==> config.mk <==
export PLATFORM = sky130hd
export DESIGN_NAME = gics_back
export DESIGN_NICKNAME = d
export VERILOG_FILES = /design/src/gics_pkg.sv /design/src/gics_back.sv
export SDC_FILE = /design/constraint.sdc
export NUM_CORES = 2
export LEC_CHECK = 0
export ABC_CLOCK_PERIOD_IN_PS = 11700
export BUFFER_PORTS_ARGS = -buffer_cell sky130_fd_sc_hd__buf_2
export CAP_MARGIN = 40
export CORE_MARGIN = 3
export CORE_UTILIZATION = 50
export CTS_BUF_LIST = sky130_fd_sc_hd__clkbuf_16
export DETAILED_ROUTE_END_ITERATION = 8
export GPL_ROUTABILITY_DRIVEN = 0
export PLACE_DENSITY = 0.68
export SLEW_MARGIN = 30
export SYNTH_ARGS = -nofsm -noshare
export SYNTH_HDL_FRONTEND = slang
export SYNTH_SLANG_ARGS = --single-unit
==> constraint.sdc <==
create_clock -name clk -period 11.7 [get_ports clk]
set_input_delay 2.34 -clock clk [delete_from_list [all_inputs] [get_ports clk]]
set_output_delay 2.34 -clock clk [all_outputs]
set_load 0.02 [all_outputs]
==> src/gics_pkg.sv <==
// Shared types and constants for the group index channel shuffle block.
package gics_pkg;

  localparam int ElemW  = 32;
  localparam int GidxW  = 12;
  localparam int CountW = 13;
  localparam int BaseW  = GidxW + CountW;
  localparam int QDepth = 4;

  localparam logic [ElemW-1:0] NibLow  = 32'h0000_000F;
  localparam logic [ElemW-1:0] NibHigh = 32'h0000_00F0;

  // Configuration register indexes
  localparam logic [1:0] RegChannelsPerRow = 2'd0;
  localparam logic [1:0] RegGroupSize      = 2'd1;
  localparam logic [1:0] RegNumGroups      = 2'd2;
  localparam logic [1:0] RegNibbleMode     = 2'd3;

  typedef struct packed {
    logic [12:0] channels_per_row;
    logic [12:0] group_span;
    logic [8:0]  group_limit;
    logic        nibble_mode;
  } cfg_t;

  // One classified channel, as it waits between front and back
  typedef struct packed {
    logic [ElemW-1:0] elem;
    logic [GidxW-1:0] gidx;
    logic [BaseW-1:0] base;
    logic             grp_ok;
  } mid_item_t;

endpackage

==> src/gics_back.sv <==
// Back end: per-group fill counters, position and nibble placement, row tracking.
module gics_back #(
  parameter int MAX_CHANNELS = 4096,
  parameter int MAX_GROUPS   = 256
) (
  input  logic                                   clk,
  input  logic                                   rst,
  input  gics_pkg::cfg_t                         cfg,
  input  gics_pkg::mid_item_t                    head,
  input  logic                                   mid_empty,
  output logic                                   mid_pop,
  input  logic [$clog2(gics_pkg::QDepth+1)-1:0]  out_count,
  output logic                                   res_valid,
  output logic [$clog2(MAX_CHANNELS)-1:0]        res_dest,
  output logic [$clog2(MAX_CHANNELS)-1:0]        res_byte,
  output logic [gics_pkg::ElemW-1:0]             res_value,
  output logic                                   res_upper,
  output logic                                   res_row_end,
  output logic                                   res_error
);

  localparam int PosW = $clog2(MAX_CHANNELS);
  localparam int GrpW = (MAX_GROUPS > 1) ? $clog2(MAX_GROUPS) : 1;
  localparam int SumW = gics_pkg::BaseW + 1;
  localparam int CntW = gics_pkg::CountW;

  logic [CntW-1:0]        fill_mem [MAX_GROUPS];
  logic [CntW-1:0]        rd_data;
  logic [MAX_GROUPS-1:0]  grp_valid;

  logic                   s1_valid;
  gics_pkg::mid_item_t    s1_item;
  logic                   s1_hit;
  logic [CntW-1:0]        s1_fwd;
  logic [CntW-1:0]        chan_cnt;

  logic [GrpW-1:0]        idx;
  logic [GrpW-1:0]        head_idx;
  logic [CntW-1:0]        cnt;
  logic [CntW-1:0]        cnt_next;
  logic [SumW-1:0]        sum;
  logic                   err;
  logic                   row_end;
  logic                   wr_en;
  logic [PosW-1:0]        pos;

  assign idx      = s1_item.gidx[GrpW-1:0];
  assign head_idx = head.gidx[GrpW-1:0];

  // Pop only when the result queue can take this item and the one in flight
  assign mid_pop = !mid_empty &&
                   ((32'(out_count) + 32'(s1_valid)) < gics_pkg::QDepth);

  always_comb begin
    if (s1_hit) begin
      cnt = s1_fwd;
    end else if (grp_valid[idx]) begin
      cnt = rd_data;
    end else begin
      cnt = '0;
    end
    cnt_next = cnt + CntW'(1);
    sum      = SumW'(s1_item.base) + SumW'(cnt);
    err      = !s1_item.grp_ok || (cnt >= cfg.group_span) ||
               (32'(sum) >= MAX_CHANNELS);
    row_end  = ({1'b0, chan_cnt} + 14'd1) >= {1'b0, cfg.channels_per_row};
    wr_en    = s1_valid && !err;
    pos      = sum[PosW-1:0];
  end

  always_comb begin
    res_valid   = s1_valid;
    res_row_end = row_end;
    res_error   = err;
    res_dest    = '0;
    res_byte    = '0;
    res_value   = '0;
    res_upper   = 1'b0;
    if (!err) begin
      res_dest = pos;
      if (cfg.nibble_mode) begin
        res_byte  = pos >> 1;
        res_upper = pos[0];
        res_value = pos[0] ? ((s1_item.elem & gics_pkg::NibLow) << 4) & gics_pkg::NibHigh
                           : (s1_item.elem & gics_pkg::NibLow);
      end else begin
        res_byte  = pos;
        res_value = s1_item.elem;
      end
    end
  end

  // Read old count on pop, write the advanced count when the item completes without error
  always_ff @(posedge clk) begin
    if (mid_pop) begin
      rd_data <= fill_mem[head_idx];
    end
    if (wr_en) begin
      fill_mem[idx] <= cnt_next;
    end
  end

  always_ff @(posedge clk) begin
    if (mid_pop) begin
      s1_item <= head;
      s1_fwd  <= cnt_next;
    end
  end

  always_ff @(posedge clk) begin
    if (rst) begin
      s1_valid  <= 1'b0;
      s1_hit    <= 1'b0;
      chan_cnt  <= '0;
      grp_valid <= '0;
    end else begin
      s1_valid <= mid_pop;
      // forward the count written this cycle to a follower on the same group
      s1_hit   <= mid_pop && wr_en && !row_end && (idx == head_idx);
      if (s1_valid) begin
        if (row_end) begin
          chan_cnt  <= '0;
          grp_valid <= '0;
        end else begin
          chan_cnt <= chan_cnt + CntW'(1);
          if (wr_en) begin
            grp_valid[idx] <= 1'b1;
          end
        end
      end
    end
  end

endmodule
Yosys cells after proc, flatten, opt, wreduce, memory -nomap -nowiden
Memory sizes are Yosys's and may differ from the RTL's. A register that Yosys moved wholly into a read port is not among the register bits.
Index checks and enable logic that the tools add are counted.

word-level totals
  register bits = 350
  memory bits (writable) = 3328
  output and inout bits = 61
  memories kept = 1

memory list
  memory    depth  bits a word  read ports  clocked after memory_dff  wr ports  RTL line         source
  fill_mem  256    13           1           1                         1         gics_back.sv:27  logic [CntW-1:0] fill_mem [MAX_GROUPS];

operators by class
  add/subtract/negate cells = 5
  magnitude comparators = 6
  eq/ne operators = 1
  multiplexer cells = 19
  bitwise gates (word level) = 1
  reduce and logical (&&, ||, !) cells = 14

operators with widths
  operator                                                number
  two-way mux 256 bit                                     2
  bitwise OR 256 bit                                      1
  two-way mux 32 bit                                      2
  two-way mux 13 bit                                      3
  two-way mux 12 bit                                      3
  adder 13 x 1 -> 13 bit (second input constant)          2
  adder 25 x 13 -> 26 bit                                 1
  >= comparator 26 x 13 -> 1 bit (second input constant)  1
  adder 13 x 1 -> 14 bit (second input constant)          1
  >= comparator 14 x 13 -> 1 bit                          1
  >= comparator 13 bit                                    1
  < comparator 8 x 9 -> 1 bit (second input constant)     1
  binary-select mux 1 bit (select 8 bit)                  1
  demux 1 bit (select 8 bit)                              1
  == test 8 bit                                           1
  >= comparator 8 x 1 -> 1 bit (second input constant)    1
  two-way mux 8 bit                                       1
  logical AND 1 bit                                       6
  two-way mux 1 bit                                       6
  adder 3 x 1 -> 4 bit                                    1
  zero test 1 bit                                         4
  < comparator 4 x 3 -> 1 bit (second input constant)     1
  logical OR 1 bit                                        2
  AND reduction 2 bit                                     1
  nonzero test 2 bit                                      1

Logic depth before layout (Yosys ltp)
  depth after elaboration = 12
  gate-level depth with buffers = 29
  depth with buffers taken out = 20

Least setup slack after synthesis
Ideal clock, no wire load.

  path type = in2out
  from = input port out_count[1] (netlist bit)
  to = output port mid_pop
  arrival time = 10.291 ns
  path slack = -0.931 ns
  stages on the path = 1
  cell sequence = a311oi_1

between the ends
  cells in the longest elaborated chain, start to end = 3

ends and longest elaborated chain
  what                         RTL line         source
  start: declaration           gics_back.sv:12  input logic [$clog2(gics_pkg::QDepth+1)-1:0] out_count,
  adder 3 x 1 -> 4 bit         gics_back.sv:52  ((32'(out_count) + 32'(s1_valid)) < gics_pkg::QDepth);
  < comparator 4 x 3 -> 1 bit  gics_back.sv:52
  logical AND 1 bit            gics_back.sv:51  assign mid_pop = !mid_empty &&
  end: declaration             gics_back.sv:11  output logic mid_pop,

No other way between the ends.

Final worst setup path
  from = register s1_item, in the netlist idx[1]
  to = output port res_value[12] (netlist bit)

between the ends
  cells in the longest elaborated chain, start to end = 8

ends and longest elaborated chain
  what                                                                RTL line                          source
  start: declaration                                                  gics_back.sv:32                   gics_pkg::mid_item_t s1_item;
  start signal: assignment                                            gics_back.sv:105                  s1_item <= head;
  binary-select mux 1 bit (select 8 bit) *                            gics_back.sv:57                   end else if (grp_valid[idx]) begin
  two-way mux 1 bit (implied by the code) *                           gics_back.sv:57
  two-way mux 13 bit *                                                gics_back.sv:57
  two-way mux 13 bit *                                                gics_back.sv:55                   if (s1_hit) begin
  adder 25 x 13 -> 26 bit or >= comparator 13 bit (tied branches)     gics_back.sv:63, gics_back.sv:64
  >= comparator 26 x 13 -> 1 bit or logical OR 1 bit (tied branches)  gics_back.sv:65, gics_back.sv:64
  logical OR 1 bit *                                                  gics_back.sv:64                   err = !s1_item.grp_ok || (cnt >= cfg.group_span) ||
  two-way mux 32 bit *                                                gics_back.sv:79                   if (!err) begin
  end: declaration                                                    gics_back.sv:16                   output logic [gics_pkg::ElemW-1:0] res_value,

Mark *: on every way between the ends. The rest lies on a longest branch, timed or not. The select of a mux whose other input is x is not followed.

==> results.md <==
- Clock latency of the later-clocked register in the worst-skew pair: 0.89 ns
- Horiz. Die Dim: 546.0 um
- Final worst path period need: 11.11 ns
- Cell with the most instances after synthesis: sky130_fd_sc_hd__edfxtp_1
- Power density relative to cell area: 166.6 nW/um2
- CTS Root Buffer Type: sky130_fd_sc_hd__clkbuf_16
- Power dissipated by switching net loads: 0.005769 W
- Maximum net fanout on the critical path: 33
- Largest area contributor in the synthesized netlist: sky130_fd_sc_hd__edfxtp_1
- Leakage power of the design: 52.79 nW
- Count of final max-slew check failures: 0
- Critical Path End Type: output port
- Number of clock buffers inserted by TritonCTS: 367
- Int Pwr: 0.02190 W
- Synthesized area divided by synthesized cell count: 20.39 um2
- Count of mapped cells out of synthesis: 7152
- Portion of the post-synthesis area used by sequential elements: 74.15%
- Sequential group share of total power: 52.4%
- CTS sink count: 3691
- Ranking of synthesized cells by instance count: 3420 x sky130_fd_sc_hd__edfxtp_1, 1123 x sky130_fd_sc_hd__mux4_2, 426 x sky130_fd_sc_hd__nand2_1, 341 x sky130_fd_sc_hd__clkbuf_1, 318 x sky130_fd_sc_hd__nor2_1
- Max Root-Sink Buffers: 4
- Total wire length: 344000 um
- Leading cell types by total area after synthesis: sky130_fd_sc_hd__edfxtp_1 70%, sky130_fd_sc_hd__mux4_2 17%, sky130_fd_sc_hd__dfxtp_1 3.7%
- Post-synth net total: 7306
- Final period util: 94.93%
- Routed wire length per instance: 29.28 um
- Synth cell types: 68
- Net count reported at finish: 7720
- Cell family with most CP delay: compound AO/OA/AOI/OAI gates
- Number of failing hold endpoints at the final stage: 0
- Net Sw Frac: 20.85%
- Fraction of layout instances using a drive strength above 1: 29.86%
- Htree depth: 5
- Core ar.: 289100 um2
- Global-route wire length before repair: 509300 um
- Antenna violations before repair: 15
- Area of the die: 298200 um2
- Worst-path clk slew: 0.06 ns
- Cell type of the slowest stage on the worst timing path: sky130_fd_sc_hd__a22o_1
- Cells traversed along the worst timing path: buf_4, nor2b_2, buf_4, a22oi_1, nand3_1, o21ai_0, o21ai_0, nand4b_1, a22o_1, a22o_1, ha_1, fa_1, a21o_1, a21oi_2, o21bai_1, a21o_1, a311oi_2, mux2_2, a2111oi_0, o2111a_1, nand3_4, buf_4, nor3b_1, buf_2
- Post-CTS Setup Inserts: 0
- Most used flip-flop cell after synthesis: sky130_fd_sc_hd__edfxtp_1
- Start-to-end type of the worst setup path: flop to output port
- Area growth, synth to finish: 13.87%
- Initial core utilization: 50.43%
- Number of flops mapped to enable cells by yosys: 3420
- Number of standard-cell rows in the floorplan: 197
- DRC Markers: 0
- Residual antenna-violating net count after detailed routing: 0
- Max-Cap Viols: 0
- FMAX: 0.09004 GHz
- Clock skew: 0.04457 ns
- Clk pwr share: 42.4%
- Port Buf Inserts: 159
- Die span in y: 546.0 um
- Maximum number of pins on one net before global-route repair: 216
- Maximum resistive drop on vdd: 0.1217 mV
- Setup repair after global routing missed its margin: no
- Drt first pass iters: 5
- Number of DRC markers in iteration 0: 8997
- Cell area after synthesis: 145800 um2
- Required time reported for the critical path endpoint: 9.36 ns
- Clock tree from TritonCTS: built
- Sum of internal, switching and leakage power: 0.02767 W
- Most repeated library cell on the critical path: sky130_fd_sc_hd__buf_4
- Number of vias per cell: 6.201
- Setup-failing EPs final: 0
- CTS-repair resized insts: 0
- All-layer global routing usage: 23.02%
- Outcome: finished, final reports clean
- Total global routing overflow: 0
- Fraction of synthesized cell area taken by the top area cell type: 70.43%
- Buffers plus inverters on the worst setup path: 4
- Critical path data arrival time: 8.77 ns
- Placement Setup Slack: 1.521 ns
- Portion of total power attributed to combinational logic: 5.2%
- Top-Level Pins: 173
- Slew at the pin closest to its max-slew limit: 1.083 ns
- Final HPWL DP: 203600 um
- Category of the worst setup path launch point: flop
- Worst setup slack after layout: 0.5933 ns
- Post-synthesis sequential element count: 3691
- Vias post-DR: 72850
- Yosys warns: 0
- Via count of the first global-routing pass: 72740
- Hold-fix buffers at CTS: 0
- Worst Hold Class: flop to flop
- Slew margin rel.: 27.78%
- Share of flip-flops with an asynchronous set or reset: 0%
- Maximum single-stage delay on the critical path: 0.49 ns
-- layout by cell type, fill, tap and decap left out, types with 47 or more instances in the layout --
| cell type | instances |
|---|---|
| sky130_fd_sc_hd__dfxtp_1 | 271 |
| sky130_fd_sc_hd__inv_1 | 104 |
| sky130_fd_sc_hd__mux4_2 | 1123 |
| sky130_fd_sc_hd__or3_1 | 203 |
| sky130_fd_sc_hd__a22oi_1 | 50 |
| sky130_fd_sc_hd__nand2_1 | 425 |
| sky130_fd_sc_hd__o21ai_0 | 270 |
| sky130_fd_sc_hd__buf_2 | 154 |
| sky130_fd_sc_hd__nand4_1 | 74 |
| sky130_fd_sc_hd__buf_4 | 239 |
| sky130_fd_sc_hd__bufinv_16 | 47 |
| sky130_fd_sc_hd__nor2_1 | 202 |
| sky130_fd_sc_hd__nor2_2 | 105 |
| sky130_fd_sc_hd__clkbuf_16 | 377 |
| sky130_fd_sc_hd__clkinv_1 | 77 |
| sky130_fd_sc_hd__clkinv_2 | 65 |
| sky130_fd_sc_hd__edfxtp_1 | 3420 |
| sky130_fd_sc_hd__mux2i_1 | 107 |
-- worst min-delay path, delay by kind of cell (launching register included) --
| kind | cells | cell delay (ns) |
|---|---|---|
| AOI/OAI and AO/OA | 1 | 0.05 |
| DFF | 1 | 0.31 |
| and+or+nand+nor | 1 | 0.05 |
-- sequential cells by signal (all words and copies together), names as in the netlist --
signal / count
chan_cnt: 13
fill_mem: 3328
grp_valid: 256
idx: 8
rd_data: 13
res_valid: 1
s1_fwd: 13
s1_hit: 1
s1_item: 58
-- per-layer routing --
| metal | track usage [%] | share of wire (%) | vias up |
|---|---|---|---|
| li1 | - | - | 30350 |
| met1 | 33.47 | 40 | 38620 |
| met2 | 36.53 | 49 | 3314 |
| met3 | 3.624 | 8.3 | 558 |
| met4 | 6.617 | 3.0 | 6 |
| met5 | 0 | 0.011 | - |
-- area by class of cell --
| type | count | area, um2 |
|---|---|---|
| antenna | 8 | 20.02 |
| clock buffer | 377 | 9434 |
| clock inverter | 286 | 2569 |
| fill | 20610 | 123100 |
| inverter | 42 | 167.7 |
| multi-input combinational | 2951 | 36220 |
| sequential | 3691 | 108100 |
| tap | 3880 | 4855 |
| timing repair buffer | 513 | 4644 |
-- power groups by stage --
stage / clock network (W) / logic [W] / registers (W)
2_1_floorplan: 0 / 0.000853 / 0.0149
3_3_place_gp: 0 / 0.00138 / 0.0148
3_5_place_dp: 0 / 0.00142 / 0.0148
4_1_cts: 0.0119 / 0.00143 / 0.0145
5_1_grt: 0.0125 / 0.00151 / 0.0145
6_report: 0.0117 / 0.00143 / 0.0145
-- path summary, 6_finish.rpt --
kind / startpoint / endpoint / slack (ns) / cells after the start
worst max-delay path: idx[1] / res_value[12] / 0.59 / 24
worst min-delay path: grp_valid[207] / grp_valid[207] / 0.44 / 2
worst max register to register: idx[1] / fill_mem[143][10] / 2.91 / 25
worst min register to register: grp_valid[207] / grp_valid[207] / 0.44 / 2
-- stage by stage --
step                hold slack (ns)  util, %  instances  area (um2)  setup TNS (ns)
CTS                          0.4443    57.24      11720      165500               0
floorplan                    0.4198        -       7152      145800         -110.17
global placement             0.4282    52.71      10990      152400               0
detailed placement           0.4364    53.09      11060      153500               0
finish                       0.4437    57.43      11750      166000               0
global route                 0.4645    57.42      11740      166000               0
-- cell families (layout without fill, tap and decap cells) --
| kind of cell | after synthesis | after routing | synth area share [%] |
|---|---|---|---|
| AND/OR/NAND/NOR | 1178 | 1178 | 3.854 |
| multiplexers | 1233 | 1233 | 18.10 |
| buffers and inverters | 510 | 1218 | 1.424 |
| adder cells (fa/ha/maj) | 42 | 42 | 0.3655 |
| other | 0 | 8 | 0 |
| XOR/XNOR | 37 | 37 | 0.2222 |
| flip-flops | 3691 | 3691 | 74.15 |
| AO/OA/AOI/OAI | 461 | 461 | 1.883 |
Power figures use the tool's default switching activity.
