$ cat src/gics_pkg.sv
// Shared types and constants for the group index channel shuffle block.
package gics_pkg;

  localparam int ElemW  = 32;
  localparam int GidxW  = 12;
  localparam int CountW = 13;
  localparam int BaseW  = GidxW + CountW;
  localparam int QDepth = 4;

  localparam logic [ElemW-1:0] NibLow  = 32'h0000_000F;
  localparam logic [ElemW-1:0] NibHigh = 32'h0000_00F0;

  // Configuration register indexes
  localparam logic [1:0] RegChannelsPerRow = 2'd0;
  localparam logic [1:0] RegGroupSize      = 2'd1;
  localparam logic [1:0] RegNumGroups      = 2'd2;
  localparam logic [1:0] RegNibbleMode     = 2'd3;

  typedef struct packed {
    logic [12:0] channels_per_row;
    logic [12:0] group_span;
    logic [8:0]  group_limit;
    logic        nibble_mode;
  } cfg_t;

  // One classified channel, as it waits between front and back
  typedef struct packed {
    logic [ElemW-1:0] elem;
    logic [GidxW-1:0] gidx;
    logic [BaseW-1:0] base;
    logic             grp_ok;
  } mid_item_t;

endpackage

$ cat src/gics_front.sv
// Front end: range-checks the group index and forms the group base position.
module gics_front #(
  parameter int MAX_GROUPS = 256
) (
  input  gics_pkg::cfg_t                    cfg,
  input  logic [gics_pkg::ElemW-1:0]        element_value,
  input  logic [gics_pkg::GidxW-1:0]        group_index,
  output gics_pkg::mid_item_t               item
);

  logic in_range;

  assign in_range = (32'(group_index) < 32'(cfg.group_limit)) &&
                    (32'(group_index) < MAX_GROUPS);

  always_comb begin
    item.elem   = element_value;
    item.gidx   = group_index;
    item.grp_ok = in_range;
    // group base: g times the group span, registered by the queue before the add
    item.base   = gics_pkg::BaseW'(group_index) * gics_pkg::BaseW'(cfg.group_span);
  end

endmodule

$ cat config.mk
export PLATFORM = sky130hd
export DESIGN_NAME = gics_front
export DESIGN_NICKNAME = d
export VERILOG_FILES = /design/src/gics_pkg.sv /design/src/gics_front.sv
export SDC_FILE = /design/constraint.sdc
export NUM_CORES = 1
export LEC_CHECK = 0
export BUFFER_PORTS_ARGS = -buffer_cell sky130_fd_sc_hd__buf_2
export CAP_MARGIN = 25
export CORE_MARGIN = 1.5
export CORE_UTILIZATION = 50
export DETAILED_ROUTE_END_ITERATION = 8
export PLACE_DENSITY_LB_ADDON = 0.25
export SETUP_SLACK_MARGIN = 0.1
export SLEW_MARGIN = 20
export SYNTH_ARGS = -nofsm -noshare
export SYNTH_HDL_FRONTEND = slang
export SYNTH_SLANG_ARGS = --single-unit
$ cat constraint.sdc
create_clock -name vclk -period 10.7
set_input_delay 0.535 -clock vclk [all_inputs]
set_output_delay 0.535 -clock vclk [all_outputs]
set_load 0.01 [all_outputs]
Word level (Yosys, flattened, before mapping)
Cells that the tools add are included.
{ "word_totals": {"out_inout_bits": 70, "word_cells": 4, "regBits": 0, "inputBits": 80} }
{ "op_classes": {"reduce_logical": 1, "n_mul": 1, "order_cmp": 2} }
{ "op_table": {"columns": ["cell", "count"], "rows": [
  ["$mul A12 B13 Y25", 1],
  ["$lt A12 B9 Y1", 1],
  ["$lt A12 B9 Y1 const B", 1],
  ["$logic_and A1 B1 Y1", 1]
]} }

Depth between registers and ports, before layout
Gate-level depths: netlist (run 1).
{ "logic_depth": {"depth_word": 2, "mapped_depth": 20, "mapped_depth_nobuf": 18} }

Worst setup path after synthesis (run 1)
No wires, ideal clock.
{ "synth_path": {"path_type": "input-to-output", "start": "in cfg[15] (netlist bit)", "end": "out item[25] (netlist bit)", "n_path_buf": 1, "slack_ps": 5119, "arrival_time_ps": 5046, "required_time_ps": 10165, "cell_stages": 17, "path_cell_list": "clkbuf_1 > and2_1 > fa_1 > inv_1 > fa_1 > inv_1 > fa_1 > fa_1 > inv_1 > fa_1 > inv_1 > ha_1 > a21oi_2 > nor3b_2 > o211ai_2 > and3_1 > nor4_2"} }
{ "synth_rtl": {"columns": ["item", "line", "text"], "rows": [
  ["start: declaration", "gics_front.sv:5", "input gics_pkg::cfg_t cfg,"],
  ["end: declaration", "gics_front.sv:8", "output gics_pkg::mid_item_t item"]
]} }

==> qor.csv, run 1 <==
stage,metric,value,unit
synth,Synth Area per Inst,8.30,sq um
critical_path,"Cell Chain, Critical Path","buf_2, and2_1, fa_1, inv_1, fa_1, inv_1, fa_1, fa_1, inv_1, fa_1, inv_1, ha_1, a21oi_2, nor3b_2, o211ai_2, and3_1, nor4_2, buf_2",
job,max-cap check violation count,0,
synth,fraction of the yosys area taken by sequential cells,0,
die,Boundary Pins,150,
timing,setup-violating endpoint count in the final report,0,
routing,Vias,4468,
power_and_ir_drop,power density cells,326,nW/um^2
power_and_ir_drop,cell-internal power,0.773,mW
power_and_ir_drop,Net Switching,1.15,mW
timing,Final Critical Period,6120,ps
critical_path,startpoint-to-endpoint class of the critical path,in -> out,
critical_path,category of cells accounting for the largest share of critical-path delay,adder cells,
timing,maximum operating frequency,163,MHz
synth,multiplexer area fraction after synthesis,0,
critical_path,kind of start point of the critical path,input pin,
power_and_ir_drop,sw frac,0.597,
global_route,number of global-route vias before repair,4716,
routing,average wire per cell in the routed design,15.2,microns
timing,period utilisation layout,0.572,
placement,routability cong.,0.842,
timing,Pins Over Slew Limit,0,
routing,Post-route DRC,0,
layout,synthesis-to-finish area growth,1.33,%
layout,number of nets at the end of the flow,961,
synth,largest family of logic cells by synthesized area,adder cells,
power_and_ir_drop,proportion of power drawn by combinational gates,1.000,
timing,slew of the pin with the lowest slew margin,372,ps
critical_path,arrival time worst endpoint,5590,ps
power_and_ir_drop,sequential group share of total power,0,
synth,number of distinct standard cells referenced by the synthesized netlist,47,
critical_path,slowest library cell on the worst path,fa_1,
clocking,total of cells resized after clock tree synthesis,0,
die,height of the chip,111,microns
timing,worst-case setup margin in the final layout,4580,ps
layout,layout clock buffer count,0,
layout,Sequential cell area,0,sq um
layout,count of filler cells inserted in the layout,1084,
power_and_ir_drop,clock network power share,0,
routing,number of design-rule violations left by the first detailed-router iteration,183,
clocking,count of buffers added by post-CTS timing repair for setup,0,
routing,number of nets still failing antenna checks after routing,0,
layout,fraction of final layout cells sized beyond drive strength 1,0.126,
placement,worst setup slack before clock tree synthesis,4590,ps
die,number of cell rows,39,
critical_path,Buf/Inv on CP,6,
global_route,all-layer global routing usage,0.214,
hold_path,path class of the lowest-slack min-delay path,in -> out,
timing,Final Hold Fails,0,
clocking,hold bufs inserted after CTS,0,
critical_path,kind of end point of the critical path,output pin,
global_route,remaining global-route overflow,0,
routing,via-per-instance ratio,5.31,
timing,unrepaired setup endpoints after global routing,false,
routing,total wirelength of the detailed-routed design,12800,microns
power_and_ir_drop,static leakage,3.22,nW
global_route,pin count of the biggest net entering global routing,17,
routing,count of TritonRoute iterations in the first routing pass,4,
power_and_ir_drop,worst vdd ir,0.423,mV
synth,warning count from the yosys run,0,
timing,Slew Limit Headroom,0.751,
layout,Post-Route Utilization,0.519,
synth,fraction of synthesized cell area in xor and xnor cells,0.0318,
critical_path,largest incremental delay on the critical path,560,ps
placement,Port-buffer cells,72,
timing,setup TNS,0,ps
die,starting density of the core,0.512,
global_route,antenna violations before repair,0,
layout,total number of sequential cells,0,
synth,"Cell Area, Synth",5820,sq um
outcome,outcome,finished clean,
placement,post-detail-place hpwl,10600,microns
layout,n_diodes,0,
die,Core Area,11400,sq um
die,Die Span X,111,microns
global_route,global-route wire length before repair,22200,microns
critical_path,required time at the endpoint of the critical path,10170,ps
die,overall die area,12300,sq um
synth,synthesized netlist cell count,701,
synth,compound-gate portion of the synthesized area,0.0793,
critical_path,biggest fanout along the worst timing path,15,
critical_path,cell seen most often among critical-path stages,fa_1,
synth,fraction of the mapped netlist area in adder cells,0.531,
synth,Post-Synth Simple-Gate Area,0.181,
synth,net count after synthesis,962,
-- cell type report --
type | instances | area (sq um) | share of cell area
Inverter | 152 | 571 | 0.0967
Multi-Input combinational cell | 474 | 4790 | 0.812
Tap cell | 143 | 179 | 0.0303
Timing Repair Buffer | 72 | 360 | 0.0611
-- Yosys cell counts, types with 2 or more instances --
cell type	number	area share
xor2_1	10	0.015
buf_4	45	0.058
o21ai_1	7	0.0060
nand2_1	109	0.070
fa_1	110	0.38
and2_1	67	0.072
ha_1	71	0.15
a21oi_1	19	0.016
a21oi_4	2	0.0056
nor3_1	4	0.0034
clkbuf_1	26	0.017
o21bai_1	3	0.0039
o21ai_0	5	0.0043
and3_1	3	0.0032
nor2_1	11	0.0071
xnor2_1	8	0.012
inv_1	152	0.098
nand3_1	6	0.0052
nand4_1	4	0.0043
a21oi_2	2	0.0030
o211ai_2	2	0.0043
buf_2	3	0.0026
a21o_1	4	0.0052
nand2b_1	4	0.0043
a31oi_1	2	0.0021
-- metal layers --
layer | wire length [microns] | global-route usage | up-vias
met5 | 0 | 0 | -
met4 | 134 | 0.0239 | 0
met3 | 713 | 0.0153 | 20
met2 | 6560 | 0.386 | 136
met1 | 5400 | 0.291 | 2252
li1 | - | - | 2060
-- power groups by stage --
stage / logic [mW] / clock network, mW / registers [mW]
2_1_floorplan: 1.40 / 0 / 0
4_1_cts: 1.94 / 0 / 0
5_1_grt: 2.16 / 0 / 0
3_3_place_gp: 1.89 / 0 / 0
6_report: 1.92 / 0 / 0
3_5_place_dp: 1.92 / 0 / 0
-- cell usage in the layout, fill, tap and decap left out, types with 2 or more instances in the layout --
cell type	synthesis	final
nand2b_1	4	4
o21bai_1	3	3
a21oi_1	19	19
fa_1	110	110
a31oi_1	2	2
ha_1	71	71
xnor2_1	8	8
nor3_1	4	4
nand4_1	4	4
xor2_1	10	10
nor2_1	11	11
o21ai_0	5	5
a21oi_2	2	2
and2_1	67	67
nand3_1	6	6
o21ai_1	7	7
and3_1	3	3
nand2_1	109	109
o211ai_2	2	2
a21o_1	4	4
buf_2	3	72
inv_1	152	152
a21oi_4	2	2
-- final timing paths --
kind / from / end / slack (ps) / cells past startpoint
worst max-delay path: group_index[7] / item[25] / 4580 / 18
worst min-delay path: element_value[3] / item[41] / 1070 / 0
-- metrics by stage --
stage	hold WS [ps]	std cells	area, sq um	total power [mW]
final	1070	841	5900	1.92
after global routing	1070	841	5900	2.16
after CTS	1070	841	5900	1.94
after detailed placement	1070	841	5900	1.92
after global placement	1070	841	5900	1.89
after floorplan	1160	701	5820	1.40
-- kinds of logic (layout without fill, tap and decap cells) --
group / after synthesis / count (layout)
xor gates and xnor gates: 19 / 19
AOI/OAI and AO/OA: 59 / 59
buffers and inverters: 227 / 224
and+or+nand+nor: 215 / 215
adders and majority gates: 181 / 181
Power figures use the tool's default switching activity.
==> run 2, diff against run 1 <==
--- a/config.mk
+++ b/config.mk
@@ -5,6 +5,7 @@
 export SDC_FILE = /design/constraint.sdc
 export NUM_CORES = 1
 export LEC_CHECK = 0
+export ABC_AREA = 1
 export BUFFER_PORTS_ARGS = -buffer_cell sky130_fd_sc_hd__buf_2
 export CAP_MARGIN = 25
 export CORE_MARGIN = 1.5
==> constraint.sdc (replaced) <==
create_clock -name vclk -period 5.3
set_input_delay 0.265 -clock vclk [all_inputs]
set_output_delay 0.265 -clock vclk [all_outputs]
set_load 0.01 [all_outputs]
==> qor.csv, run 2 <==
stage,metric,value,unit,change
outcome,outcome,finished clean,,
critical_path,kind of end point of the critical path,output pin,,
synth,"Cell Area, Synth",6140,sq um,+5.4%
job,max-cap check violation count,0,,unchanged
routing,number of nets still failing antenna checks after routing,0,,unchanged
layout,fraction of final layout cells sized beyond drive strength 1,0.127,,+0.00130
die,Boundary Pins,150,,unchanged
critical_path,startpoint-to-endpoint class of the critical path,in -> out,,
die,starting density of the core,0.511,,-0.00100
routing,Vias,4952,,+11%
synth,Synth Area per Inst,6.93,sq um,-17%
placement,worst setup slack before clock tree synthesis,237,ps,-4360 ps
layout,Sequential cell area,0,sq um,unchanged
die,overall die area,12900,sq um,+5.3%
critical_path,biggest fanout along the worst timing path,8,,-7
routing,via-per-instance ratio,4.75,,-11%
power_and_ir_drop,Pwr Total,4.05,mW,+110%
synth,most numerous cell in the Yosys netlist,inv_1,,
timing,setup-violating endpoint count in the final report,0,,unchanged
layout,total non-filler cell area in the finished layout,6340,sq um,+7.4%
layout,layout clock buffer count,0,,unchanged
timing,unrepaired setup endpoints after global routing,false,,
global_route,number of global-route vias before repair,4943,,+4.8%
power_and_ir_drop,clock network power share,0,,unchanged
global_route,met1 Track Usage GR,0.288,,-0.00267
power_and_ir_drop,static leakage,4.14,nW,+29%
timing,Final Critical Period,4960,ps,
timing,maximum operating frequency,202,MHz,
routing,Post-route DRC,0,,unchanged
layout,number of nets at the end of the flow,1158,,+20%
layout,total number of sequential cells,0,,unchanged
placement,placed instance count,1042,,+24%
synth,warning count from the yosys run,0,,unchanged
synth,number of distinct standard cells referenced by the synthesized netlist,25,,-47%
routing,count of TritonRoute iterations in the first routing pass,4,,unchanged
routing,average wire per cell in the routed design,12.3,microns,-20%
hold_path,beginning of the worst hold path,element_value[2],,
placement,post-place instance area,6310,sq um,+6.9%
synth,cell type contributing the most total cell area after synthesis,fa_1,,
timing,Final Hold Fails,0,,unchanged
global_route,most crowded layer after global routing,met2,,
hold_path,path class of the lowest-slack min-delay path,in -> out,,
die,Core Area,12000,sq um,+5.6%
power_and_ir_drop,sequential group share of total power,0,,unchanged
global_route,antenna violations before repair,0,,unchanged
critical_path,arrival time worst endpoint,4690,ps,-900 ps
die,Die Span X,114,microns,+2.6%
critical_path,required time at the endpoint of the critical path,5040,ps,-5130 ps
timing,worst-case setup margin in the final layout,343,ps,-4230 ps
synth,most used standard cells in the synthesized netlist,"260 x inv_1, 259 x nand2_1, 110 x fa_1",,
placement,post-detail-place hpwl,11200,microns,+5.6%
global_route,global-route wire length before repair,22400,microns,+1.2%
power_and_ir_drop,Net Switching,2.49,mW,+120%
power_and_ir_drop,worst vdd ir,0.658,mV,+55%
placement,routability cong.,0.833,,-1.0%
power_and_ir_drop,power density cells,639,nW/um^2,+96%
power_and_ir_drop,sw frac,0.614,,+0.0171
routing,total wirelength of the detailed-routed design,12800,microns,-0.31%
timing,setup TNS,0,ps,unchanged
synth,fraction of the yosys area taken by sequential cells,0,,unchanged
global_route,pin count of the biggest net entering global routing,18,,+1
synth,net count after synthesis,1147,,+19%
placement,Port-buffer cells,72,,unchanged
timing,Pins Over Slew Limit,0,,unchanged
critical_path,kind of start point of the critical path,input pin,,
layout,Finished Layout Cells,1042,,+24%
timing,slew of the pin with the lowest slew margin,350,ps,-21.8 ps
routing,number of design-rule violations left by the first detailed-router iteration,218,,+19%
synth,top cells by area in the synthesized netlist,"fa_1 36%, inv_1 16%, nand2_1 16%, ha_1 14%, buf_4 5.5%",,
layout,"commonest cells after routing, fill and taps aside","260 x inv_1, 259 x nand2_1, 110 x fa_1, 70 x buf_2, 68 x ha_1",,
layout,n_diodes,0,,unchanged
timing,period utilisation layout,0.935,,
global_route,met3 usage in global routing,0.0138,,-0.00149
power_and_ir_drop,proportion of power drawn by combinational gates,1.000,,about the same
die,number of cell rows,40,,+2.6%
hold_path,WHS Endpoint,item[40],,
synth,synthesized netlist cell count,886,,+26%
timing,Slew Limit Headroom,0.767,,+0.0153
die,height of the chip,114,microns,+2.6%
power_and_ir_drop,cell-internal power,1.56,mW,+100%
layout,synthesis-to-finish area growth,3.26,%,
hold_path,number of instances on the worst hold path,0,,unchanged
global_route,met2 usage in global routing,0.380,,-0.00649
global_route,all-layer global routing usage,0.210,,-0.00406
global_route,remaining global-route overflow,0,,unchanged
synth,Yosys top cell area share,0.359,,-0.0195
layout,"most common cell after layout, fill and taps aside",inv_1,,
run 2: cell types whose count changed in the layout (fill, tap and decap cells not counted), moves of 6 or more:
cell     change
nor2_1      +10
buf_4        +8
and2_1      -67
o21ai_1      -6
inv_1      +108
nand3_1     +17
nand2_1    +150
nand2_2     +10
run 2: worst max-delay path, stage by stage:
cell,delay [ps]
buf_2,200
buf_4,180
nand2_1,70
fa_1,540
fa_1,450
fa_1,500
inv_1,60
fa_1,540
inv_1,60
fa_1,530
inv_1,40
ha_1,360
nand2_1,120
inv_2,80
nand2_1,50
nand2_1,90
inv_2,40
nand2_2,90
nand2_1,80
nand2_1,70
nand2_1,50
nand2_1,80
buf_2,130
run 2: worst max path at each step:
stage                               from        to  slack [ps]  depth (start not counted)
final                            cfg[16]  item[17]         340                         23
after CTS                 group_index[9]  item[22]         220                         20
after global placement    group_index[9]  item[22]         250                         20
after global routing      group_index[6]  item[17]         100                         24
after floorplan           group_index[9]  item[22]         490                         20
after detailed placement  group_index[9]  item[22]         240                         20
run 2: stage by stage:
step	hold WS (ps)	utilization
after floorplan	622	-
after global placement	530	0.525
after detailed placement	530	0.525
after CTS	530	0.525
after global routing	530	0.528
final	530	0.528
run 2: cell type report:
type | count | area [sq um]
Tap cell | 147 | 184
Inverter | 265 | 995
Multi-Input combinational cell | 550 | 4730
Timing Repair Buffer | 80 | 425
Fill cell | 1238 | 5670
run 2: cell families after synthesis:
group           count (synthesis)  share of synthesized area
compound gates                 23                     0.0210
xor+xnor                       11                     0.0157
fa+ha+maj                     181                      0.504
buf+inv                       336                      0.233
simple gates                  335                      0.227
run 2: power by group through the flow:
stage | clock network (mW) | registers (mW) | logic (mW)
global route | 0 | 0 | 4.61
floorplan | 0 | 0 | 2.91
finish | 0 | 0 | 4.05
global placement | 0 | 0 | 3.97
detailed placement | 0 | 0 | 3.98
CTS | 0 | 0 | 4.01
run 2: what timing repair did:
action | CTS | global route
gates resized for setup | 0 | 8
buffers inserted | 0 | 0
endpoints found under the setup margin | 0 | 10
hold buffers | 0 | 0
run 2: routing by layer:
layer | vias up | share of wire
met5 | - | 0
met1 | 2369 | 0.47
met4 | 0 | 0.0064
met2 | 87 | 0.50
met3 | 10 | 0.028
li1 | 2486 | -
