$ cat src/gics_fifo.sv
// Small register queue with full/empty flags and a fill count.
module gics_fifo #(
  parameter int WIDTH = 8,
  parameter int DEPTH = 4
) (
  input  logic                         clk,
  input  logic                         rst,
  input  logic                         wr_en,
  input  logic [WIDTH-1:0]             wr_data,
  input  logic                         rd_en,
  output logic [WIDTH-1:0]             rd_data,
  output logic                         full,
  output logic                         empty,
  output logic [$clog2(DEPTH+1)-1:0]   count
);

  localparam int PtrW = (DEPTH > 1) ? $clog2(DEPTH) : 1;
  localparam int CntW = $clog2(DEPTH + 1);

  logic [WIDTH-1:0] slots [DEPTH];
  logic [PtrW-1:0]  wr_ptr;
  logic [PtrW-1:0]  rd_ptr;
  logic             do_wr;
  logic             do_rd;

  assign full    = (count == CntW'(DEPTH));
  assign empty   = (count == '0);
  assign do_wr   = wr_en && !full;
  assign do_rd   = rd_en && !empty;
  assign rd_data = slots[rd_ptr];

  always_ff @(posedge clk) begin
    if (do_wr) begin
      slots[wr_ptr] <= wr_data;
    end
  end

  always_ff @(posedge clk) begin
    if (rst) begin
      wr_ptr <= '0;
      rd_ptr <= '0;
      count  <= '0;
    end else begin
      if (do_wr) begin
        wr_ptr <= (wr_ptr == PtrW'(DEPTH - 1)) ? '0 : wr_ptr + PtrW'(1);
      end
      if (do_rd) begin
        rd_ptr <= (rd_ptr == PtrW'(DEPTH - 1)) ? '0 : rd_ptr + PtrW'(1);
      end
      if (do_wr && !do_rd) begin
        count <= count + CntW'(1);
      end else if (do_rd && !do_wr) begin
        count <= count - CntW'(1);
      end
    end
  end

endmodule

$ cat config.mk
export PLATFORM = sky130hd
export DESIGN_NAME = gics_fifo
export DESIGN_NICKNAME = d
export VERILOG_FILES = /design/src/gics_fifo.sv
export SDC_FILE = /design/constraint.sdc
export NUM_CORES = 1
export LEC_CHECK = 0
export ABC_AREA = 1
export BUFFER_PORTS_ARGS = -buffer_cell sky130_fd_sc_hd__buf_2
export CAP_MARGIN = 20
export CORE_MARGIN = 2
export CORE_UTILIZATION = 40
export CTS_CLUSTER_DIAMETER = 100
export DETAILED_ROUTE_END_ITERATION = 6
export GPL_TIMING_DRIVEN = 0
export PLACE_DENSITY_LB_ADDON = 0.12
export SLEW_MARGIN = 20
export SYNTH_ARGS = -nofsm -noshare
export SYNTH_HDL_FRONTEND = slang
export SYNTH_SLANG_ARGS = --single-unit
$ cat constraint.sdc
create_clock -name clk -period 2.2 [get_ports clk]
set_input_delay 0.22 -clock clk [delete_from_list [all_inputs] [get_ports clk]]
set_output_delay 0.22 -clock clk [all_outputs]
set_load 0.02 [all_outputs]
; Word-level counts from Yosys, hierarchy flattened
; Memory sizes are Yosys's and may differ from the RTL's. A register that Yosys moved wholly into a read port is not among the register bits.
; Index checks and enable logic that the tools add are counted.
[totals]
output_inout_bits = 13
ramBits = 32
ff_bits = 7
input_bits = 12
wordCells = 29
n_memories = 1
[op_classes]
n_reduce_logical = 10
eq_ne = 3
muxes = 8
addsub = 4
[mem_list]
columns = name, depth, width, rd, rd_clocked_by_memory_dff, wr, line
row1 = slots, 4, 8, 1, 1, 1, 20  ; logic [WIDTH-1:0] slots [DEPTH];
[op_table]
columns = operator, count
row1 = 2-bit two-way mux, 4
row2 = 3-bit two-way mux, 2
row3 = 2-bit by 1-bit adder with 2-bit output (second input constant), 2
row4 = 2-bit == test (second input constant), 2
row5 = 1-bit logical AND, 4
row6 = 1-bit zero test, 4
row7 = 3-bit by 1-bit adder with 3-bit output (second input constant), 1
row8 = 3-bit == test (second input constant), 1
row9 = 3-bit zero test, 1
row10 = 3-bit by 1-bit subtractor with 3-bit output (second input constant), 1
row11 = 1-bit two-way mux, 2
row12 = 2-bit nonzero test, 1

; Longest topological paths before layout
; Gate-level depths: netlist of run 1.
[depth]
word_depth = 7
depth_mapped = 13
depth_no_buf = 13

; Least setup slack after synthesis of run 1
; Ideal clock, no wire load.
[synth_path]
kind = reg2reg
from = register count[0]
to = register count[2]
slack_ps = 408
n_path_buf = 0
setup_ps = 110
path_stages_with_launch = 14
period_less_slack_ps = 1792
required_time_ps = 2090
t_arrival_ps = 1683
path_cell_list = dfxtp_1 nor2_2 nand2_2 nand2_2 inv_1 ha_1 inv_1 fa_1 inv_1 nand2_1 nand3_1 nand2_1 inv_1 nor2_1
[synth_between]
elab_chain_cells = 6
word_cells_on_any_way = 15
cone_classes = add/sub (2) / eq/ne (1) / mux (2) / reduce/logical (10)
[synth_lines]
columns = item, line
row1 = "start, declared", 14  ; output logic [$clog2(DEPTH+1)-1:0] count
row2 = "start signal, assigned", 51  ; count <= count + CntW'(1);
row3 = "start signal, assigned", 53  ; count <= count - CntW'(1);
row4 = 3-bit == test *, 26  ; assign full = (count == CntW'(DEPTH));
row5 = 1-bit zero test *, 28  ; assign do_wr = wr_en && !full;
row6 = 1-bit logical AND *, 28
row7 = net do_wr, 23  ; logic do_wr;
row8 = 1-bit zero test, 52  ; end else if (do_rd && !do_wr) begin
row9 = 1-bit logical AND, 52
row10 = 2-bit nonzero test (no source line), n/a
; Mark *: on every way through the listed nets, which the timed path passes. The rest lies on a longest branch. The select of a mux whose other input is x is not followed.
; A chain may end at the register's enable or synchronous reset.

; Worst setup path after layout of run 1
[layout_path]
from = register count[0]
to = register count[1]
; The elaborated chain is that of the path after synthesis.

==> results of run 1 <==
## cell usage after synthesis (all sizes together)
cell type / count / share of area
a21oi: 2 / 0.0059
buf: 2 / 0.013
dfxtp: 9 / 0.11
edfxtp: 32 / 0.56
fa: 1 / 0.012
ha: 6 / 0.044
inv: 18 / 0.040
nand2: 14 / 0.035
nand3: 1 / 0.0029
nand3b: 2 / 0.0088
nand4: 1 / 0.0037
nor2: 33 / 0.074
o21ai: 17 / 0.057
o22ai: 8 / 0.029
xor2: 1 / 0.0051
## state kept, by name, indices dropped and copies added, names as in the netlist, named ones only
signal,count
slots,32
count,3
rd_ptr,2
wr_ptr,2
## worst max-delay path by stage
stage                   from        to  slack, ns
floorplan           count[0]  count[2]       0.41
global placement    count[0]  count[2]       0.43
detailed placement  count[0]  count[1]       0.37
CTS                 count[0]  count[1]       0.36
global route        count[0]  count[2]       0.22
finish              count[0]  count[1]       0.36
## cells in the final DEF, fill, tap and decap left out
| cell type | count |
|---|---|
| inv_2 | 1 |
| o21ai_2 | 3 |
| buf_6 | 2 |
| clkbuf_1 | 1 |
| clkinv_2 | 2 |
| xor2_1 | 1 |
| ha_1 | 6 |
| a21oi_1 | 2 |
| nand3b_1 | 2 |
| nand2_1 | 11 |
| fa_1 | 1 |
| o21ai_1 | 1 |
| nor2_1 | 32 |
| nand2_2 | 3 |
| inv_1 | 17 |
| nand3_1 | 1 |
| edfxtp_1 | 32 |
| nand4_1 | 1 |
| dfxtp_1 | 9 |
| clkbuf_8 | 5 |
| buf_2 | 24 |
| o22ai_1 | 8 |
| nor2_2 | 1 |
| o21ai_0 | 13 |
## logic make-up (layout without fill, tap and decap cells)
family	count (synthesis)	count (layout)	synth area share
AND/OR/NAND/NOR	51	51	0.125
flip-flops	41	41	0.670
AO/OA/AOI/OAI	27	27	0.0918
buffers and inverters	20	52	0.0529
adder cells (fa/ha/maj)	7	7	0.0558
XOR/XNOR	1	1	0.00514
## power by group
part           internal (W)  switching, W  leakage (nW)  total (W)
Clock              0.000220      0.000249        0.0450   0.000469
Combinational      0.000300      0.000554         0.392   0.000855
Sequential         0.000961     0.0000957         0.368    0.00106
Total               0.00148      0.000899         0.805    0.00238
## layout make-up
| type | count | area (sq um) |
|---|---|---|
| plain buffers | 2 | 22.5 |
| clock buffers | 6 | 72.6 |
| clock inverters | 2 | 10.0 |
| fillers | 381 | 2090 |
| inverters | 18 | 67.6 |
| multi-input cells | 86 | 473 |
| flip-flops and latches | 41 | 1140 |
| well taps | 50 | 62.6 |
| repair buffers | 24 | 120 |
## critical path, delay by kind of cell (launching register included)
| family | cells | cell delay (ns) |
|---|---|---|
| compound gates | 1 | 0.18 |
| fa+ha+maj | 2 | 0.61 |
| buf+inv | 2 | 0.15 |
| simple gates | 4 | 0.43 |
| flops | 1 | 0.36 |
## metal layers
metal	track usage	share of wire	vias up
met1	0.151	0.43	533
met5	0	0	-
met3	0.0596	0.051	6
met2	0.237	0.50	20
met4	0.0610	0.015	0
li1	-	-	561
## stage by stage
stage / util / setup WS [ns]
3_5_place_dp: 0.465 / 0.365
6_report: 0.485 / 0.359
2_1_floorplan: - / 0.408
4_1_cts: 0.485 / 0.360
5_1_grt: 0.485 / 0.221
3_3_place_gp: 0.465 / 0.428
==> impl_metrics.csv, run 1 <==
group,metric,value,unit
final_layout,n_antenna_cell,0,
timing,max_freq,0.543,GHz
floorplan,fp.dieH,69.3,um
synth,ys_warn_count,0,
power,ir_drop,0.000531,V
route,routedWlPerCell,13.9,um
global_routing,grt_pass1_wl,5020,um
job,max_cap_viol_count,0,
floorplan,die_area,4800,sq um
timing,rsz0062_at_grt,"no",
clock_tree,cts_tree,"built",
global_routing,antenna_found_initial,0,
final_layout,final_cells,229,
final_layout,area_delta_synth_final,15.6,%
final_layout,postLayoutCellArea,1970,sq um
critical_path,slowest_delay,0.41,ns
clock_tree,cts_htree_levels,2,
synth,synthCells,147,
clock_tree,cts-buffers-inserted,5,
place,gp_congestion,0.729,
floorplan,pin_count,25,
place,placed_area,1890,sq um
global_routing,globalRouteOverflowTotal,0,
clock_tree,clkTransAtPathRegs,0.07,ns
timing,hold_violations,0,
clock_tree,clock_latency,0.29,ns
synth,postSynthAreaPerCell,11.6,sq um
final_layout,finalNetCount,197,
synth,yosysSeqAreaShare,0.670,
timing,post-route-period-util,0.837,
timing,fin_tns_setup,0,ns
timing,hold_ws,0.0894,ns
critical_path,setup.worst_path.start_class,"flip-flop",
route,via_per_inst,4.89,
clock_tree,clk_path_buf_depth,2,
critical_path,r2r-end,"count[1]",
clock_tree,clock_sinks,41,
route,via_count,1120,
clock_tree,post_cts_buffers,0,
synth,synth_area,1700,sq um
critical_path,cp_max_fo,7,
route,ant_nets,0,
min_path,hp-start,"rst",
timing,relSlewSlack,0.442,
critical_path,ff2ff_setup_slack,0.36,ns
min_path,hold_end,"count[0]",
global_routing,grt_max_degree,13,
floorplan,start_util,0.420,
critical_path,r2r_cells,9,
place,portBuffers,24,
critical_path,worst_r2r_startpoint,"count[0]",
timing,drv_slew,0,
floorplan,die_w,69.3,um
critical_path,crit_path_end_kind,"flip-flop",
route,drc,0,
place,dp_cells,221,
clock_tree,hold_buffers,0,
timing,min_period,1.84,ns
run_status,status,"completed",
critical_path,arrival,2.03,ns
power,p_leak,0.805,nW
power,power,0.00238,W
critical_path,worstPathRequired,2.39,ns
synth,synth_seq_cells,41,
synth,synth_fp_nets,166,
clock_tree,ctsResizeCount,0,
floorplan,rows,23,
clock_tree,cts_root_buffer,"clkbuf_8",
floorplan,core_area,4060,sq um
timing,fin_skew,0.00506,ns
global_routing,grtUsageTotal,0.139,
min_path,holdPathStages,2,
route,dr.pass1.iters,4,
power,power_density,1210,nW/um^2
place,hpwl,2090,um
global_routing,first_global_vias,1090,
timing,worstMarginPinSlew,0.834,ns
timing,setup_viol,0,
route,first_iter_violations,73,
critical_path,cp_slowest_cell,"fa_1",
critical_path,critical_path_class,"reg2reg",
critical_path,cp_cell_sequence,"nor2_2, nand2_2, nand2_2, inv_1, ha_1, inv_1, fa_1, o21ai_0, nor2_1",
min_path,hold_path_class,"in2reg",
route,wl,3170,um
final_layout,drive_above_1_share,0.229,
synth,synthDistinctLibCells,20,
(Power assumes the default switching activity.)
==> run 2: changes to the inputs <==
==> constraint.sdc (replaced) <==
create_clock -name clk -period 1.53 [get_ports clk]
set_input_delay 0.153 -clock clk [delete_from_list [all_inputs] [get_ports clk]]
set_output_delay 0.153 -clock clk [all_outputs]
set_load 0.02 [all_outputs]
==> run 2 against run 1 <==
The run now ends with negative setup slack left. Total power grew 72%. Non-clock buffer count up 12. Maximum frequency up 9.3%. Combinational power up 84%. Worst hold slack lost 0.067 ns. Sequential cell count did not move. Via count grew 1.8%. Critical path depth is the same. Die area is the same. Sequential power up 44%. Largest cell class unchanged. Highest routed layer unchanged.
==> impl_metrics.csv, run 2 (synthesis results as in run 1) <==
group,metric,value,unit
critical_path,cp_slowest_cell,"fa_2",
route,ant_nets,0,
place,hpwl,2060,um
floorplan,rows,23,
power,p_leak,0.907,nW
min_path,holdPathStages,2,
timing,setup_ws,-0.154,ns
critical_path,crit_path_end_kind,"flip-flop",
final_layout,final_cells,241,
power,clkPwrFrac,0.242,
clock_tree,clkTransAtPathRegs,0.07,ns
critical_path,setup.worst_path.start_class,"flip-flop",
place,gp_congestion,0.731,
power,netSwitchingFraction,0.340,
route,dr.pass1.iters,4,
final_layout,area_delta_synth_final,28.9,%
global_routing,antenna_found_initial,0,
place,dp_cells,221,
timing,drv_slew,0,
clock_tree,cts_tree,"built",
clock_tree,cts-buffers-inserted,5,
final_layout,fillers,369,
global_routing,grt_pass1_wl,5040,um
floorplan,core_area,4060,sq um
clock_tree,clock_sinks,41,
final_layout,top_register,"slots",
power,internal-power,0.00270,W
timing,setup_viol,10,
timing,max_freq,0.594,GHz
clock_tree,cts_htree_levels,2,
final_layout,final_cell_mix,"edfxtp_1 (32), nor2_1 (29), buf_2 (23), inv_1 (14), buf_4 (13)",
critical_path,critical_path_class,"reg2reg",
final_layout,final_common_cell,"edfxtp_1",
run_status,status,"complete, but fails checks",
global_routing,first_global_vias,1090,
floorplan,fp.dieH,69.3,um
min_path,hp-start,"rst",
route,via_count,1140,
global_routing,grtUsageTotal,0.136,
floorplan,die_w,69.3,um
critical_path,cpMostUsedCell,"nand2_4",
place,placed_area,1920,sq um
timing,relSlewSlack,0.491,
route,first_iter_violations,47,
critical_path,r2r_cells,9,
final_layout,drive_above_1_share,0.356,
power,power_density,1860,nW/um^2
route,wl,3140,um
power,power_frac_comb,0.384,
critical_path,critical_path_buf_inv_count,2,
route,drc,0,
global_routing,globalRouteOverflowTotal,0,
route,routedWlPerCell,13.0,um
min_path,hold_path_class,"in2reg",
critical_path,ff2ff_setup_slack,-0.15,ns
power,ir_drop,0.00108,V
final_layout,largest_reg_flops,32,
timing,rsz0062_at_grt,"yes",
critical_path,cp_max_fo,6,
timing,worstMarginPinSlew,0.761,ns
critical_path,cp_cell_sequence,"nor2_4, nand2_4, nand2_4, inv_2, ha_4, inv_4, fa_2, o21ai_1, nor2_1",
final_layout,biggestRegsByFlops,"slots x32, count x3",
floorplan,start_util,0.420,
global_routing,grt_max_degree,14,
place,portBuffers,24,
final_layout,postLayoutCoreUtil,0.541,
timing,hold_violations,0,
power,power.switching,0.00139,W
critical_path,path_depth,9,
timing,min_period,1.68,ns
final_layout,n_antenna_cell,0,
clock_tree,cts_root_buffer,"clkbuf_8",
critical_path,worstPathRequired,1.71,ns
clock_tree,clk_path_buf_depth,2,
final_layout,finalNetCount,209,
critical_path,slowest_delay,0.42,ns
min_path,hold_end,"count[0]",
final_layout,postLayoutCellArea,2200,sq um
job,max_cap_viol_count,0,
run_status,violations,"negative setup slack",
timing,post-route-period-util,1.10,
power,power_frac_seq,0.374,
floorplan,pin_count,25,
route,via_per_inst,4.73,
critical_path,cp_top_family,"adder cells",
timing,fin_skew,0.00263,ns
clock_tree,clock_latency,0.28,ns
critical_path,r2r-end,"count[1]",
floorplan,die_area,4800,sq um
critical_path,arrival,1.86,ns
critical_path,worst_r2r_startpoint,"count[1]",
==> run 2: cell count changes in the layout (fill, tap and decap cells not counted), sizes merged <==
cell / change
buf: +12
bufinv: +2
clkbuf: -1
clkinv: -1
clkinvlp: +1
inv: -1
==> run 2: worst max path at each step <==
stage,startpoint,endpoint,slack (ns)
finish,count[1],count[1],-0.15
global route,count[1],count[1],-0.22
CTS,count[0],count[1],-0.13
detailed placement,count[1],count[1],-0.16
global placement,count[1],count[1],-0.12
floorplan,count[1],count[1],-0.09
==> run 2: timing repair <==
item	CTS	global route
gates resized for setup	8	8
pin swaps	3	8
endpoints found under the setup margin	42	34
hold buffers	0	0
setup buffers	1	11
==> run 2: per-layer routing <==
metal	vias to the layer above	part of all wire	global-route usage
met5	-	0	0
met4	0	0.012	0.0523
met3	5	0.036	0.0276
met2	20	0.54	0.255
met1	531	0.41	0.148
li1	584	-	-
==> run 2: power groups by stage <==
stage	Sequential, W	Clock [W]	Combinational [W]
6_report	0.00153	0.000990	0.00157
5_1_grt	0.00155	0.00105	0.00174
4_1_cts	0.00156	0.00101	0.00136
3_5_place_dp	0.00157	0	0.00129
3_3_place_gp	0.00156	0	0.00128
2_1_floorplan	0.00156	0	0.000905
==> run 2: worst reg2reg max path, stage by stage, from the launching register on <==
cell,delay [ns]
dfxtp_4,0.36
nor2_4,0.16
nand2_4,0.09
nand2_4,0.11
inv_2,0.05
ha_4,0.16
inv_4,0.05
fa_2,0.42
o21ai_1,0.14
nor2_1,0.05
==> run 2: cell type report <==
type / count / area, sq um / area share
Tap cell: 50 / 62.6 / 0.0285
Clock inverter: 3 / 65.1 / 0.0296
Clock buffer: 5 / 68.8 / 0.0313
Buffer: 2 / 26.3 / 0.0120
Multi-Input combinational cell: 86 / 528 / 0.240
Inverter: 18 / 76.3 / 0.0347
Timing Repair Buffer: 36 / 213 / 0.0968
Sequential cell: 41 / 1160 / 0.527
==> run 2: stage by stage <==
stage	hold WS [ns]	setup WS, ns	TNS (ns)	total power (W)
floorplan	0.216	-0.0920	-0.120	0.00247
global placement	0.316	-0.115	-2.93	0.00284
detailed placement	0.318	-0.158	-2.76	0.00287
CTS	0.0161	-0.134	-2.08	0.00392
global route	0.0253	-0.223	-2.12	0.00434
finish	0.0228	-0.154	-0.675	0.00409
